--- config.mk ---
export PLATFORM = sky130hd
export DESIGN_NAME = sensor_median_ema_bilateral_scaler
export DESIGN_NICKNAME = d
export VERILOG_FILES = /design/src/design/sme_pkg.sv /design/src/design/sensor_median_ema_bilateral_scaler.sv /design/src/design/sme_tap_cell.sv /design/src/design/sme_div.sv
export SDC_FILE = /design/constraint.sdc
export NUM_CORES = 2
export LEC_CHECK = 0
export BUFFER_PORTS_ARGS = -buffer_cell sky130_fd_sc_hd__buf_2
export CORE_UTILIZATION = 65
export DETAILED_ROUTE_END_ITERATION = 10
export PLACE_DENSITY = 0.93
export SYNTH_ARGS = -nofsm -noshare
export SYNTH_HDL_FRONTEND = slang
export SYNTH_SLANG_ARGS = --single-unit
--- constraint.sdc ---
create_clock -name clk -period 11.2 [get_ports clk]
set_clock_uncertainty 0.1 [all_clocks]
set_input_delay 1.68 -clock clk [delete_from_list [all_inputs] [get_ports clk]]
set_output_delay 1.68 -clock clk [all_outputs]
set_load 0.02 [all_outputs]
--- src/design/sme_pkg.sv ---
// Shared types, constants and the range weight table for the sensor conditioner.
// Used by every module of the block; no dependencies of its own.
`timescale 1ns / 1ps
package sme_pkg;

	localparam int RAW_W       = 12;
	localparam int FRAC_BITS   = 8;
	localparam int VAL_W       = RAW_W + FRAC_BITS;
	localparam int MED_TAPS    = 3;
	localparam int BIL_TAPS    = 5;
	localparam int TAP_CNT_W   = $clog2(BIL_TAPS);
	localparam int WEIGHT_DEPTH = 256;
	localparam int IDX_W       = $clog2(WEIGHT_DEPTH);
	localparam int WEIGHT_W    = 16;
	localparam int WSUM_W      = WEIGHT_W + $clog2(BIL_TAPS);
	localparam int DIV_W       = 40;
	localparam int SCL_Q_W     = 10;
	localparam int QUOT_W      = VAL_W + 1;
	localparam int STEP_W      = $clog2(QUOT_W + 1);
	localparam int ALPHA_W     = 9;
	localparam int SIGMA_W     = 16;
	localparam int CFG_IDX_W   = 3;
	localparam int CFG_DATA_W  = 20;

	localparam logic [RAW_W-1:0]   FULL_SCALE = {RAW_W{1'b1}};
	localparam logic [ALPHA_W-1:0] ALPHA_ONE  = 9'd256;
	localparam logic [9:0]         SCALE_FULL = 10'd1000;

	// divider step counts: quotient bits plus one overflow bit
	localparam logic [STEP_W-1:0] IDX_STEPS = STEP_W'(IDX_W + 1);
	localparam logic [STEP_W-1:0] AVG_STEPS = STEP_W'(VAL_W + 1);
	localparam logic [STEP_W-1:0] SCL_STEPS = STEP_W'(SCL_Q_W + 1);

	typedef enum logic [CFG_IDX_W-1:0] {
		REG_EMA_ALPHA     = 3'd0,
		REG_CAL_MIN       = 3'd1,
		REG_CAL_MAX       = 3'd2,
		REG_SPATIAL_LIMIT = 3'd3,
		REG_RANGE_SIGMA   = 3'd4
	} cfg_reg_t;

	typedef enum logic [3:0] {
		S_IDLE, S_MED, S_EMA1, S_EMA2, S_INS, S_TAP, S_IDX, S_MAC,
		S_AVG, S_AVGW, S_SCL, S_SCL2, S_SCLW, S_OUT
	} state_t;

	typedef struct packed {
		logic              start;
		logic [DIV_W-1:0]  num;
		logic [DIV_W-1:0]  dsh;
		logic [STEP_W-1:0] steps;
	} div_req_t;

	typedef struct packed {
		logic              done;
		logic [QUOT_W-1:0] quot;
	} div_rsp_t;

	typedef logic [WEIGHT_W-1:0] weight_rom_t [WEIGHT_DEPTH];

	// exp(-n) in Q30 for whole n
	function automatic longint unsigned exp_int_q30(longint unsigned n);
		longint unsigned r;
		case (n)
			0: r = 64'd1073741824;
			1: r = 64'd395007542;
			2: r = 64'd145315154;
			3: r = 64'd53458458;
			4: r = 64'd19666268;
			5: r = 64'd7234815;
			6: r = 64'd2661540;
			default: r = 64'd979126;
		endcase
		return r;
	endfunction

	// long division by compare and subtract, truncating
	function automatic longint unsigned udiv_exact(longint unsigned n, longint unsigned d);
		longint unsigned q;
		longint unsigned r;
		q = 64'd0;
		r = 64'd0;
		for (int b = 63; b >= 0; b--) begin
			r = (r << 1) | ((n >> b) & 64'd1);
			if (r >= d) begin
				r = r - d;
				q = q | (64'd1 << b);
			end
		end
		return q;
	endfunction

	// exp(-t) in Q30, t in Q30; series for the fractional part
	function automatic longint unsigned exp_neg_q30(longint unsigned t);
		longint unsigned n;
		longint unsigned f;
		longint unsigned term;
		longint          sum;
		n    = t >> 30;
		f    = t & ((64'd1 << 30) - 64'd1);
		term = 64'd1 << 30;
		sum  = 64'sd1 << 30;
		if (n > 7)
			return 64'd0;
		for (int k = 1; k <= 12; k++) begin
			term = udiv_exact((term * f) >> 30, longint'(k));
			if (k % 2 == 1)
				sum = sum - longint'(term);
			else
				sum = sum + longint'(term);
		end
		return (exp_int_q30(n) * longint'(unsigned'(sum))) >> 30;
	endfunction

	// Gaussian weights exp(-x*x/2), x = 4*i/DEPTH, Q0.16 rounded and saturated
	function automatic weight_rom_t build_weights();
		weight_rom_t     rom;
		longint unsigned t;
		longint unsigned w;
		for (int i = 0; i < WEIGHT_DEPTH; i++) begin
			t = ((64'd8 * longint'(i) * longint'(i)) << 30) >> (2 * IDX_W);
			w = (exp_neg_q30(t) + (64'd1 << 13)) >> 14;
			rom[i] = (w > 64'd65535) ? 16'hFFFF : w[WEIGHT_W-1:0];
		end
		return rom;
	endfunction

	localparam weight_rom_t WEIGHT_ROM = build_weights();

endpackage

--- src/design/sensor_median_ema_bilateral_scaler.sv ---
// Sensor channel conditioner: median of three, EMA, bilateral filter, scaling.
// Depends on sme_pkg, sme_tap_cell and sme_div.
//
// Usage: items enter on the s_ stream. s_tuser is the mode: 0 filters the
// sample in s_tdata, 1 loads the EMA state with cal_min and gives no result.
// Each filtered sample gives one result item on the m_ stream with the
// scaled position, the bilateral output, the median and a rejected flag.
// Registers are written on the cfg channel, which is always ready; write
// them only while no item is in flight.
// Timing: one item at a time. A seed item is taken in idle and the block
// stays there. A sample passes median and EMA, then a step for each window
// tap, with a weight index division in the shared bit-serial divider for each
// tap within the spatial limit (the centre tap always is), the division for
// the weighted average, the scaling with its division when it runs, the load
// of the output register and the return to idle.
// s_tready rises again once the result sits in the output register.
// A stalled receiver holds the result; the next item is worked on and waits
// for the output register to empty.
// Reset clears all windows, the tap counter and the EMA state to zero and loads
// the register defaults; the weight table is constant logic.
`timescale 1ns / 1ps
module sensor_median_ema_bilateral_scaler (
	input  logic        clk,
	input  logic        arst_n,
	// config write channel
	input  logic        cfg_valid,
	output logic        cfg_ready,
	input  logic [2:0]  cfg_index,
	input  logic [19:0] cfg_data,
	// input items
	input  logic        s_tvalid,
	output logic        s_tready,
	input  logic [15:0] s_tdata,   // [11:0] raw_sample, [15:12] zero
	input  logic        s_tuser,   // [0] mode
	// result items
	output logic        m_tvalid,
	input  logic        m_tready,
	output logic [47:0] m_tdata,   // [9:0] scaled_tenths, [29:10] filtered_value,
	                               // [41:30] median_value, [47:42] zero
	output logic        m_tuser    // [0] rejected
);
	import sme_pkg::*;

	// configuration
	logic [ALPHA_W-1:0] alpha_q;
	logic [VAL_W-1:0]   cal_min_q;
	logic [VAL_W-1:0]   cal_max_q;
	logic [RAW_W-1:0]   limit_q;
	logic [SIGMA_W-1:0] sigma_q;

	// state
	state_t             state_q, state_d;
	logic [RAW_W-1:0]   med_win_q [MED_TAPS];
	logic [RAW_W-1:0]   med_q;
	logic               rej_q;
	logic [28:0]        p1_q;
	logic [VAL_W-1:0]   ema_q;
	logic [TAP_CNT_W-1:0] tap_cnt_q;
	logic [WEIGHT_W-1:0] w_q;
	logic [DIV_W-1:0]   vsum_q;
	logic [WSUM_W-1:0]  wsum_q;
	logic [VAL_W-1:0]   filt_q;
	logic signed [31:0] num_q;
	logic signed [20:0] den_q;
	logic [9:0]         scl_q;

	// output register
	logic               out_valid_q;
	logic [9:0]         out_scaled_q;
	logic [VAL_W-1:0]   out_filt_q;
	logic [RAW_W-1:0]   out_med_q;
	logic               out_rej_q;

	// control
	logic     in_fire;
	logic     chain_insert;
	logic     chain_rotate;
	logic     tap_last;
	logic     out_free;
	div_req_t div_req;
	div_rsp_t div_rsp;

	// datapath signals
	logic [ALPHA_W-1:0] alpha_eff;
	logic [SIGMA_W-1:0] sigma_eff;
	logic [RAW_W-1:0]   med_new;
	logic [RAW_W-1:0]   lo01, hi01;
	logic [29:0]        ema_sum;
	logic [VAL_W-1:0]   cell_val   [BIL_TAPS];
	logic [VAL_W-1:0]   cell_delta [BIL_TAPS];
	logic               cell_near  [BIL_TAPS];
	logic [VAL_W-1:0]   chain_head;
	logic [VAL_W-1:0]   head_val;
	logic signed [20:0] diff_s;
	logic signed [20:0] den_raw;
	logic signed [20:0] one_s;
	logic               sign_clash;
	logic [31:0]        abs_num;
	logic [20:0]        abs_den;
	logic [9:0]         scaled;

	assign in_fire   = s_tvalid && s_tready;
	assign cfg_ready = 1'b1;
	assign out_free  = !out_valid_q || m_tready;
	assign tap_last  = (tap_cnt_q == TAP_CNT_W'(BIL_TAPS - 1));
	assign alpha_eff = (alpha_q > ALPHA_ONE) ? ALPHA_ONE : alpha_q;
	assign sigma_eff = (sigma_q == '0) ? SIGMA_W'(1) : sigma_q;
	assign head_val  = cell_val[BIL_TAPS-1];
	assign one_s     = 21'sd1 <<< FRAC_BITS;

	// median of the window after this sample is stored
	always_comb begin
		logic [RAW_W-1:0] a, b, c;
		a = med_win_q[0];
		b = med_win_q[1];
		c = med_win_q[2];
		lo01 = (a < b) ? a : b;
		hi01 = (a < b) ? b : a;
		med_new = (lo01 > ((hi01 < c) ? hi01 : c)) ? lo01 : ((hi01 < c) ? hi01 : c);
	end

	assign ema_sum = {1'b0, p1_q} + 30'(30'(ALPHA_ONE - alpha_eff) * 30'(ema_q)) + 30'd128;

	// scaling operands
	assign diff_s  = $signed({1'b0, filt_q}) - $signed({1'b0, cal_min_q});
	assign den_raw = $signed({1'b0, cal_max_q}) - $signed({1'b0, cal_min_q});
	assign sign_clash = (num_q != 32'sd0) && (num_q[31] != den_q[20]);
	assign abs_num = num_q[31] ? 32'(-num_q) : 32'(num_q);
	assign abs_den = den_q[20] ? 21'(-den_q) : 21'(den_q);
	assign scaled  = (div_rsp.quot[SCL_Q_W] || (div_rsp.quot[SCL_Q_W-1:0] > SCALE_FULL))
		? SCALE_FULL : div_rsp.quot[SCL_Q_W-1:0];

	// bilateral window: a chain of tap cells, rotated once per tap
	assign chain_head = chain_insert ? ema_q : cell_val[BIL_TAPS-1];

	for (genvar i = 0; i < BIL_TAPS; i++) begin : g_tap
		sme_tap_cell u_cell (
			.clk    (clk),
			.arst_n (arst_n),
			.shift  (chain_insert || chain_rotate),
			.din    ((i == 0) ? chain_head : cell_val[(i == 0) ? 0 : i - 1]),
			.centre (ema_q),
			.limit  ({limit_q, {FRAC_BITS{1'b0}}}),
			.value  (cell_val[i]),
			.delta  (cell_delta[i]),
			.near   (cell_near[i])
		);
	end

	sme_div u_div (
		.clk    (clk),
		.arst_n (arst_n),
		.req    (div_req),
		.rsp    (div_rsp)
	);

	// state register
	always_ff @(posedge clk or negedge arst_n) begin
		if (!arst_n) begin
			state_q <= S_IDLE;
		end else begin
			state_q <= state_d;
		end
	end

	// next state and control
	always_comb begin
		state_d      = state_q;
		s_tready     = 1'b0;
		chain_insert = 1'b0;
		chain_rotate = 1'b0;
		div_req      = '0;
		unique case (state_q)
			S_IDLE: begin
				s_tready = 1'b1;
				if (in_fire && !s_tuser) begin
					state_d = S_MED;
				end
			end
			S_MED:  state_d = S_EMA1;
			S_EMA1: state_d = S_EMA2;
			S_EMA2: state_d = S_INS;
			S_INS: begin
				chain_insert = 1'b1;
				state_d      = S_TAP;
			end
			S_TAP: begin
				if (cell_near[BIL_TAPS-1]) begin
					div_req.start = 1'b1;
					div_req.num   = DIV_W'(cell_delta[BIL_TAPS-1]) << (8 + IDX_W);
					div_req.dsh   = DIV_W'(sigma_eff) << (2 + FRAC_BITS + IDX_W);
					div_req.steps = IDX_STEPS;
					state_d       = S_IDX;
				end else begin
					chain_rotate = 1'b1;
					state_d      = tap_last ? S_AVG : S_TAP;
				end
			end
			S_IDX: begin
				if (div_rsp.done) begin
					state_d = S_MAC;
				end
			end
			S_MAC: begin
				chain_rotate = 1'b1;
				state_d      = tap_last ? S_AVG : S_TAP;
			end
			S_AVG: begin
				if (wsum_q == '0) begin
					state_d = S_SCL;
				end else begin
					div_req.start = 1'b1;
					div_req.num   = vsum_q + DIV_W'(wsum_q >> 1);
					div_req.dsh   = DIV_W'(wsum_q) << VAL_W;
					div_req.steps = AVG_STEPS;
					state_d       = S_AVGW;
				end
			end
			S_AVGW: begin
				if (div_rsp.done) begin
					state_d = S_SCL;
				end
			end
			S_SCL: state_d = S_SCL2;
			S_SCL2: begin
				if (sign_clash) begin
					state_d = S_OUT;
				end else begin
					div_req.start = 1'b1;
					div_req.num   = DIV_W'(abs_num) + DIV_W'(abs_den >> 1);
					div_req.dsh   = DIV_W'(abs_den) << SCL_Q_W;
					div_req.steps = SCL_STEPS;
					state_d       = S_SCLW;
				end
			end
			S_SCLW: begin
				if (div_rsp.done) begin
					state_d = S_OUT;
				end
			end
			S_OUT: begin
				if (out_free) begin
					state_d = S_IDLE;
				end
			end
			default: state_d = S_IDLE;
		endcase
	end

	// configuration writes
	always_ff @(posedge clk or negedge arst_n) begin
		if (!arst_n) begin
			alpha_q   <= 9'd38;
			cal_min_q <= 20'd524032;
			cal_max_q <= 20'd524032;
			limit_q   <= 12'd200;
			sigma_q   <= 16'd13;
		end else if (cfg_valid && cfg_ready) begin
			case (cfg_reg_t'(cfg_index))
				REG_EMA_ALPHA:     alpha_q   <= cfg_data[ALPHA_W-1:0];
				REG_CAL_MIN:       cal_min_q <= cfg_data[VAL_W-1:0];
				REG_CAL_MAX:       cal_max_q <= cfg_data[VAL_W-1:0];
				REG_SPATIAL_LIMIT: limit_q   <= cfg_data[RAW_W-1:0];
				REG_RANGE_SIGMA:   sigma_q   <= cfg_data[SIGMA_W-1:0];
				default: ;
			endcase
		end
	end

	// filter state: median window, EMA and tap counter
	always_ff @(posedge clk or negedge arst_n) begin
		if (!arst_n) begin
			for (int i = 0; i < MED_TAPS; i++) begin
				med_win_q[i] <= '0;
			end
			ema_q     <= '0;
			tap_cnt_q <= '0;
		end else begin
			if (in_fire && s_tuser) begin
				ema_q <= cal_min_q;
			end else if (in_fire && (s_tdata[RAW_W-1:0] != FULL_SCALE)) begin
				med_win_q[0] <= s_tdata[RAW_W-1:0];
				for (int i = 1; i < MED_TAPS; i++) begin
					med_win_q[i] <= med_win_q[i-1];
				end
			end
			if (state_q == S_EMA2) begin
				ema_q <= ema_sum[VAL_W+7:8];
			end
			if (state_q == S_INS) begin
				tap_cnt_q <= '0;
			end else if (chain_rotate) begin
				tap_cnt_q <= tap_cnt_q + 1'b1;
			end
		end
	end

	// arithmetic registers
	always_ff @(posedge clk) begin
		if (in_fire) begin
			rej_q <= (s_tdata[RAW_W-1:0] == FULL_SCALE);
		end
		if (state_q == S_MED) begin
			med_q <= med_new;
		end
		if (state_q == S_EMA1) begin
			p1_q <= 29'(alpha_eff) * 29'({med_q, {FRAC_BITS{1'b0}}});
		end
		if (state_q == S_INS) begin
			vsum_q <= '0;
			wsum_q <= '0;
		end
		if (state_q == S_IDX && div_rsp.done) begin
			w_q <= div_rsp.quot[IDX_W] ? '0 : WEIGHT_ROM[div_rsp.quot[IDX_W-1:0]];
		end
		if (state_q == S_MAC) begin
			vsum_q <= vsum_q + DIV_W'(36'(head_val) * 36'(w_q));
			wsum_q <= wsum_q + WSUM_W'(w_q);
		end
		if (state_q == S_AVG && wsum_q == '0) begin
			filt_q <= ema_q;
		end
		if (state_q == S_AVGW && div_rsp.done) begin
			filt_q <= div_rsp.quot[VAL_W-1:0];
		end
		if (state_q == S_SCL) begin
			num_q <= 32'(diff_s) * 32'sd1000;
			if (den_raw > -one_s && den_raw < one_s) begin
				den_q <= (den_raw >= 21'sd0) ? one_s : -one_s;
			end else begin
				den_q <= den_raw;
			end
		end
		if (state_q == S_SCL2 && sign_clash) begin
			scl_q <= '0;
		end
		if (state_q == S_SCLW && div_rsp.done) begin
			scl_q <= scaled;
		end
		if (state_q == S_OUT && out_free) begin
			out_scaled_q <= scl_q;
			out_filt_q   <= filt_q;
			out_med_q    <= med_q;
			out_rej_q    <= rej_q;
		end
	end

	// output valid: set on load, drop when taken
	always_ff @(posedge clk or negedge arst_n) begin
		if (!arst_n) begin
			out_valid_q <= 1'b0;
		end else if (state_q == S_OUT && out_free) begin
			out_valid_q <= 1'b1;
		end else if (m_tready) begin
			out_valid_q <= 1'b0;
		end
	end

	assign m_tvalid = out_valid_q;
	assign m_tdata  = {6'd0, out_med_q, out_filt_q, out_scaled_q};
	assign m_tuser  = out_rej_q;

`ifndef SYNTH
	// a seed item loads the EMA state from cal_min
	a_seed: assert property (@(posedge clk) disable iff (!arst_n)
		(in_fire && s_tuser) |=> (ema_q == $past(cal_min_q)))
		else $error("EMA seed not loaded");

	// the scaled position never exceeds full travel
	a_scale_max: assert property (@(posedge clk) disable iff (!arst_n)
		m_tvalid |-> (m_tdata[9:0] <= SCALE_FULL))
		else $error("scaled value above 1000");

	// taps are accumulated only within the window
	a_tap_cnt: assert property (@(posedge clk) disable iff (!arst_n)
		(state_q == S_MAC) |-> (tap_cnt_q < TAP_CNT_W'(BIL_TAPS)))
		else $error("tap counter out of range");

	// divider results arrive only while a division is awaited
	a_div_done: assert property (@(posedge clk) disable iff (!arst_n)
		div_rsp.done |-> (state_q == S_IDX || state_q == S_AVGW || state_q == S_SCLW))
		else $error("stray divider result");
`endif

endmodule

--- src/design/sme_tap_cell.sv ---
// One tap of the bilateral window: holds a value, passes it on along the chain.
// Depends on sme_pkg.
`timescale 1ns / 1ps
module sme_tap_cell (
	input  logic                      clk,
	input  logic                      arst_n,
	input  logic                      shift,
	input  logic [sme_pkg::VAL_W-1:0] din,
	input  logic [sme_pkg::VAL_W-1:0] centre,
	input  logic [sme_pkg::VAL_W-1:0] limit,
	output logic [sme_pkg::VAL_W-1:0] value,
	output logic [sme_pkg::VAL_W-1:0] delta,
	output logic                      near
);
	import sme_pkg::*;

	logic [VAL_W-1:0] value_q;

	// take the neighbor's value on a shift
	always_ff @(posedge clk or negedge arst_n) begin
		if (!arst_n) begin
			value_q <= '0;
		end else if (shift) begin
			value_q <= din;
		end
	end

	// distance to the centre and the spatial gate
	always_comb begin
		delta = (value_q > centre) ? (value_q - centre) : (centre - value_q);
		near  = (delta <= limit);
	end

	assign value = value_q;

endmodule

--- src/design/sme_div.sv ---
// Restoring divider, one quotient bit per cycle, shared by all divisions.
// Depends on sme_pkg.
`timescale 1ns / 1ps
module sme_div (
	input  logic              clk,
	input  logic              arst_n,
	input  sme_pkg::div_req_t req,
	output sme_pkg::div_rsp_t rsp
);
	import sme_pkg::*;

	logic              busy_q;
	logic              done_q;
	logic [STEP_W-1:0] cnt_q;
	logic [DIV_W-1:0]  rem_q;
	logic [DIV_W-1:0]  dsh_q;
	logic [QUOT_W-1:0] quot_q;
	logic              ge;

	assign ge = (rem_q >= dsh_q);

	// compare, subtract and shift the divisor down once per cycle
	always_ff @(posedge clk or negedge arst_n) begin
		if (!arst_n) begin
			busy_q <= 1'b0;
			done_q <= 1'b0;
			cnt_q  <= '0;
		end else begin
			done_q <= 1'b0;
			if (req.start) begin
				busy_q <= 1'b1;
				cnt_q  <= req.steps;
			end else if (busy_q) begin
				cnt_q <= cnt_q - 1'b1;
				if (cnt_q == STEP_W'(1)) begin
					busy_q <= 1'b0;
					done_q <= 1'b1;
				end
			end
		end
	end

	always_ff @(posedge clk) begin
		if (req.start) begin
			rem_q  <= req.num;
			dsh_q  <= req.dsh;
			quot_q <= '0;
		end else if (busy_q) begin
			rem_q  <= ge ? (rem_q - dsh_q) : rem_q;
			dsh_q  <= dsh_q >> 1;
			quot_q <= {quot_q[QUOT_W-2:0], ge};
		end
	end

	assign rsp.done = done_q;
	assign rsp.quot = quot_q;

endmodule

# After elaboration in Yosys (flattened, before gate mapping)
# Memory sizes are Yosys's and may differ from the RTL's. A register that Yosys moved wholly into a read port is not among the register bits.
# Cells that the tools add are included.
# classes
addsub	16
multipliers	4
div_mod_pow	0
order_cmp	11
eq_ne	27
n_shift	0
muxes	58
n_bitwise	2
n_reduce_logical	38
# op_table
operator	count
$mux W40	7
$mux W86	3
$pmux W86 S3	1
$mux W20	6
$mux W21	3
$pmux W4 S14	1
$mux W12	4
$sub A20 B20 Y21	2
$add A40 B18 Y40	1
$add A40 B36 Y40	1
$ge A40 B40 Y1	1
$sub A20 B20 Y20	2
$sub A40 B40 Y40	1
$mux W19	2
$mul A20 B16 Y36	1
$add A32 B20 Y33	1
$mux W32	1
$neg A32 Y32	1
$reduce_bool A32 Y1	1
$mux W10	3
$mul A21 B8 Y29 const B	1
$add A28 B28 Y28	1
$add A28 B8 Y28 const B	1
$mul A10 B21 Y28	1
other kinds (48)	109
# totals
regBits	563
latch_bits	0
ramBits	0
romBits	4096
in_bits	45
output_inout_bits	52
wordCells	193
mem_count	1
# mem_list
memory	words	word_bits	rd	rd_ports_with_merged_regs	write_ports	line_no	source
(name not given)	256	16	1	1	0	sensor_median_ema_bilateral_scaler.sv:314	w_q <= div_rsp.quot[IDX_W] ? '0 : WEIGHT_ROM[div_rsp.quot[IDX_W-1:0]];

# Longest topological paths before layout
# depth
ltp_word	7
ltp_mapped	31

# Hierarchy
# A second synthesis with hierarchy kept.
# unflattened
hier_cells	8549
hier_area_um2	73436.7
# modules_own_cells
mod	n_inst	cells_each	area_each_um2	seq_area_each_um2
sensor_median_ema_bilateral_scaler	1	5613	50038.0	10503.8
sme_tap_cell at g_tap[0].u_cell ...	4	428	3273.1	500.5
sme_div	1	783	7023.0	2997.9
sme_tap_cell at g_tap[4].u_cell	1	441	3283.1	500.5

# Least setup slack after synthesis
# OpenSTA, ideal clock, no wires.
# synth_path
path_kind	reg-to-reg
startpoint	register alpha_q[0]
endpoint	register ema_q[19]
arrival_time_ps	6978
required_ps	10964
setup_slack_ps	3986
stages_incl_launch_ff	30
period_less_slack_ps	7214
path_cell_list	dfrtp_1 nor2b_1 clkbuf_1 clkinv_1 clkbuf_1 ha_1 nand2_1 or3_1 xor2_1 clkbuf_1 nand2_1 fa_1 inv_1 fa_1 fa_1 fa_1 inv_1 fa_1 inv_1 ha_1 o21a_1 o211ai_1 a31oi_1 o221ai_1 o21ai_0 a41oi_1 o211ai_1 a31oi_1 xnor2_1 o21ai_0
# synth_via
elab_chain_cells	7
# synth_lines
item	line_no	source
start, declared	sensor_median_ema_bilateral_scaler.sv:45	logic [ALPHA_W-1:0] alpha_q;
start signal, assigned	sensor_median_ema_bilateral_scaler.sv:260	REG_EMA_ALPHA: alpha_q <= cfg_data[ALPHA_W-1:0];
$gt A9 B9 Y1	sensor_median_ema_bilateral_scaler.sv:106	assign alpha_eff = (alpha_q > ALPHA_ONE) ? ALPHA_ONE : alpha_q;
$mux W9 (*)	sensor_median_ema_bilateral_scaler.sv:106	
$sub A9 B9 Y10 (*)	sensor_median_ema_bilateral_scaler.sv:122	assign ema_sum = {1'b0, p1_q} + 30'(30'(ALPHA_ONE - alpha_eff) * 30'(ema_q)) + 30'd128;
$mul A10 B21 Y28 (*)	sensor_median_ema_bilateral_scaler.sv:122	
$add A28 B28 Y28 (*)	sensor_median_ema_bilateral_scaler.sv:122	
$add A28 B8 Y28 (*)	sensor_median_ema_bilateral_scaler.sv:122	
$mux W20 (*)	sensor_median_ema_bilateral_scaler.sv:287	if (state_q == S_EMA2) begin
end signal, assigned	sensor_median_ema_bilateral_scaler.sv:280	ema_q <= cal_min_q;
end signal, assigned	sensor_median_ema_bilateral_scaler.sv:288	ema_q <= ema_sum[VAL_W+7:8];
end, declared	sensor_median_ema_bilateral_scaler.sv:57	logic [VAL_W-1:0] ema_q;
# Mark *: on every way between the ends. The rest lies on a longest branch, timed or not.
# A chain may end at the register's enable or synchronous reset.

# Worst setup path after layout
# layout_path
startpoint	register alpha_q[8]
endpoint	register ema_q[19]
# Same word-level chain as after synthesis.

==> impl_results.md <==
- Status: finished clean
- Area grow syn2layout: 6.14%
- IO buf count: 85
- Pre-Repair DR Iteration Count: 9
- Yosys reg bits: 578
- Die width: 314 microns
- Routed Antenna Nets: 0
- Synth area leader: fa_1
- Post_cts resized: 0
- Latest clock arrival within the worst-skew pair: 0.66 ns
- Worst slew pin tran: 1.24 ns
- Setup CP Type: register to register
- Post-synth cell types: 93
- H-tree levels: 3
- Vias post-DR: 53000
- Post-synthesis mux area share: 0.0439
- Setup violations, final: 0
- Critical Path RT: 11.57 ns
- Initial DRC Count: 6469
- CP Max Fanout: 24
- EDFF count, synth: 310
- DR DRC count: 0
- Fin crit period: 9.04 ns
- Final-layout fill cell count: 6981
- Compound-Gate Fraction of Synth Area: 0.136
- WL final: 194000 microns
- Clock Sinks: 578
- Sequential area share after synthesis: 0.253
- CTS tree: built
- Starting Density: 0.660
- Pins Over Slew Limit: 0
- Post-synthesis instance total: 6942
- Fmax: 0.111 GHz
- Io pins: 97
- Root Buffer: clkbuf_16
- CTS Buffer Depth: 3
- Post-Syn Area: 0.0631 sq mm
- Post-CTS setup buffer count: 0
- XOR/XNOR Fraction of Synth Area: 0.0405
- Period utilization: 0.807
- Ys flop type: edfxtp_1
- Vias per cell: 6.47
- Rel. slew slack: 0.169
- Hold WC Path Type: register to register
- Largest net degree at the start of global routing: 97
- Crit path from: alpha_q[8]$_DFFE_PN0P_
- TritonCTS buffer count: 67
- Largest family of logic cells by synthesized area: adder cells
- Initial antenna violation count: 5
- Warnings, synthesis: 0
- Hold Crit Start: rej_q$_DFFE_PP_
- Flop2flop setup slack: 2.16 ns
- Unrepaired setup endpoints after global routing: false
- Critical Path Source Type: register
- Number of global-route vias before repair: 54000
- FF-to-FF Start: alpha_q[8]$_DFFE_PN0P_
- Core Rows: 113
- Share of the synthesized area in the top cell type: 0.192
- Synth Area in Adders: 0.297
- Routed WL per cell: 23.7 microns
- Routability Congestion: 1.01
- Hold Vio Cnt, Final: 0
- Die Span Y: 314 microns
- Asr flop ratio synth: 0.429
- Ranking of synthesized cells by area: fa_1, edfxtp_1, ha_1, dfrtp_1, inv_1
- GRT Total Usage: 0.397
- First-pass GRT wire length: 303000 microns
- GRT overflow: 0
- Hold buffers post-CTS: 0
- CP endpoint kind: register
- Max-cap violations: 0
- Final HPWL DP: 146000 microns
- Simple-gate portion of the synthesized area: 0.148
- WP data arrival: 9.40 ns
- Final Net Count: 8042
- TNS Setup: 0 ns
- Synthesized area per cell: 9.09 sq um
- Core ar.: 0.0956 sq mm
- Share of cells above drive strength 1: 0.0811
- Die area: 0.0983 sq mm
- Worst-path clk slew: 0.06 ns
[cells by family after synthesis]
| family | count (synthesis) |
|---|---|
| fa+ha+maj | 1134 |
| flops | 578 |
| compound gates | 1324 |
| other cells | 2 |
| mux | 250 |
| simple gates | 1990 |
| xor+xnor | 292 |
| buf+inv | 1372 |
[synthesized netlist by cell type (all sizes together), types with 67 or more instances]
library cell and instances:
a21o 91, a21oi 280, and2 195, clkbuf 286
dfrtp 217, edfxtp 310, fa 604, ha 530
inv 1022, mux2 196, nand2 798, nand2b 71
nand3 107, nor2 400, nor2b 73, nor3 117
o211ai 67, o21ai 368, xnor2 192, xor2 100
[critical path: stages, from the launching register on]
cell,delay (ns)
dfrtp_1,0.69
nor2b_1,0.56
clkinv_1,0.72
ha_1,0.52
nand2_1,0.10
or3_1,0.18
nor4_1,0.08
a21oi_1,0.21
buf_4,0.29
nor2_1,0.09
fa_1,0.52
fa_1,0.52
fa_1,0.51
fa_1,0.54
inv_1,0.05
fa_1,0.52
inv_1,0.04
ha_1,0.30
o21a_1,0.19
o211ai_1,0.26
a31oi_1,0.14
o221ai_1,0.28
o21ai_0,0.19
a41oi_1,0.53
o211ai_1,0.20
a31oi_1,0.23
xnor2_1,0.16
o21ai_0,0.11
[per-stage QoR]
step                       util  instance area [sq um]  hold WS (ns)  instances  setup slack (ns)
after CTS                 0.701                  67000         0.340       8183              2.31
after floorplan               -                  63200         0.300       6967              3.99
after global placement    0.677                  64700         0.303       8059              2.59
final                     0.701                  67000         0.335       8185              2.16
after global routing      0.701                  67000         0.351       8183              1.75
after detailed placement  0.677                  64700         0.313       8059              2.39
[cell usage in the layout, fill, tap and decap left out, types with 19 or more instances in the layout]
cell / synthesis / layout
nand4_1: 36 / 36
o211ai_1: 66 / 66
mux2_2: 188 / 188
a31oi_1: 62 / 62
nor2b_1: 73 / 73
nor4_1: 34 / 34
fa_1: 604 / 604
nand3_1: 107 / 106
xnor2_1: 192 / 192
buf_2: 15 / 84
nor3_1: 117 / 110
ha_1: 530 / 530
o21ai_0: 366 / 365
a22oi_1: 22 / 22
nand2_1: 798 / 797
conb_1: 2 / 27
clkbuf_1: 285 / 20
a311oi_1: 19 / 19
edfxtp_1: 310 / 310
nor2_1: 400 / 398
clkbuf_16: 0 / 71
a221oi_1: 21 / 20
a221o_1: 21 / 21
buf_4: 9 / 88
a211oi_1: 55 / 55
xor2_1: 100 / 99
mux2i_1: 52 / 52
or3_1: 35 / 35
o22ai_1: 34 / 34
inv_1: 1022 / 1021
o21bai_1: 22 / 22
a21o_1: 91 / 90
nand2b_1: 71 / 71
o31ai_1: 47 / 47
dfrtp_1: 217 / 217
and2_1: 195 / 194
dfstp_2: 31 / 31
and3_1: 36 / 36
o21a_1: 50 / 50
a21oi_1: 280 / 280
[sequential cells by signal, summed over array words and instances, names as in the netlist, 21 cells and up]
register	flops
g_tap.u_cell.value	100
u_div.rem_q	40
vsum_q	40
u_div.dsh_q	39
med_win_q	36
num_q	29
den_q	21
[layout make-up]
class,instances,area (sq um),share of cell area
antenna,2,5.00,0.0000747
sequential,578,16000,0.238
multi-input combinational,5017,42200,0.630
clock buffer,103,2020,0.0301
clock inverter,21,274,0.00409
timing repair buffer,173,1100,0.0164
inverter,1026,3850,0.0575
tap,1265,1580,0.0236
[layer usage]
| layer | part of all wire | GRT usage |
|---|---|---|
| met5 | 0.00044 | 0 |
| met1 | 0.38 | 0.520 |
| met4 | 0.059 | 0.205 |
| met3 | 0.11 | 0.0779 |
| met2 | 0.46 | 0.630 |
[final timing paths]
kind / endpoint / cells past startpoint
hold / removal: m_tuser$_DFFE_PP_ / 0
min in group asynchronous: med_win_q[28]$_DFFE_PN0P_ / 1
max in group asynchronous: sigma_q[1]$_DFFE_PN0P_ / 2
setup reg to reg: ema_q[19]$_DFFE_PN0P_ / 27
hold reg to reg: m_tuser$_DFFE_PP_ / 0
setup / recovery: ema_q[19]$_DFFE_PN0P_ / 27
Power is not shown: default switching activity piles up to over one toggle a cycle in this logic, so the estimate is an artifact.
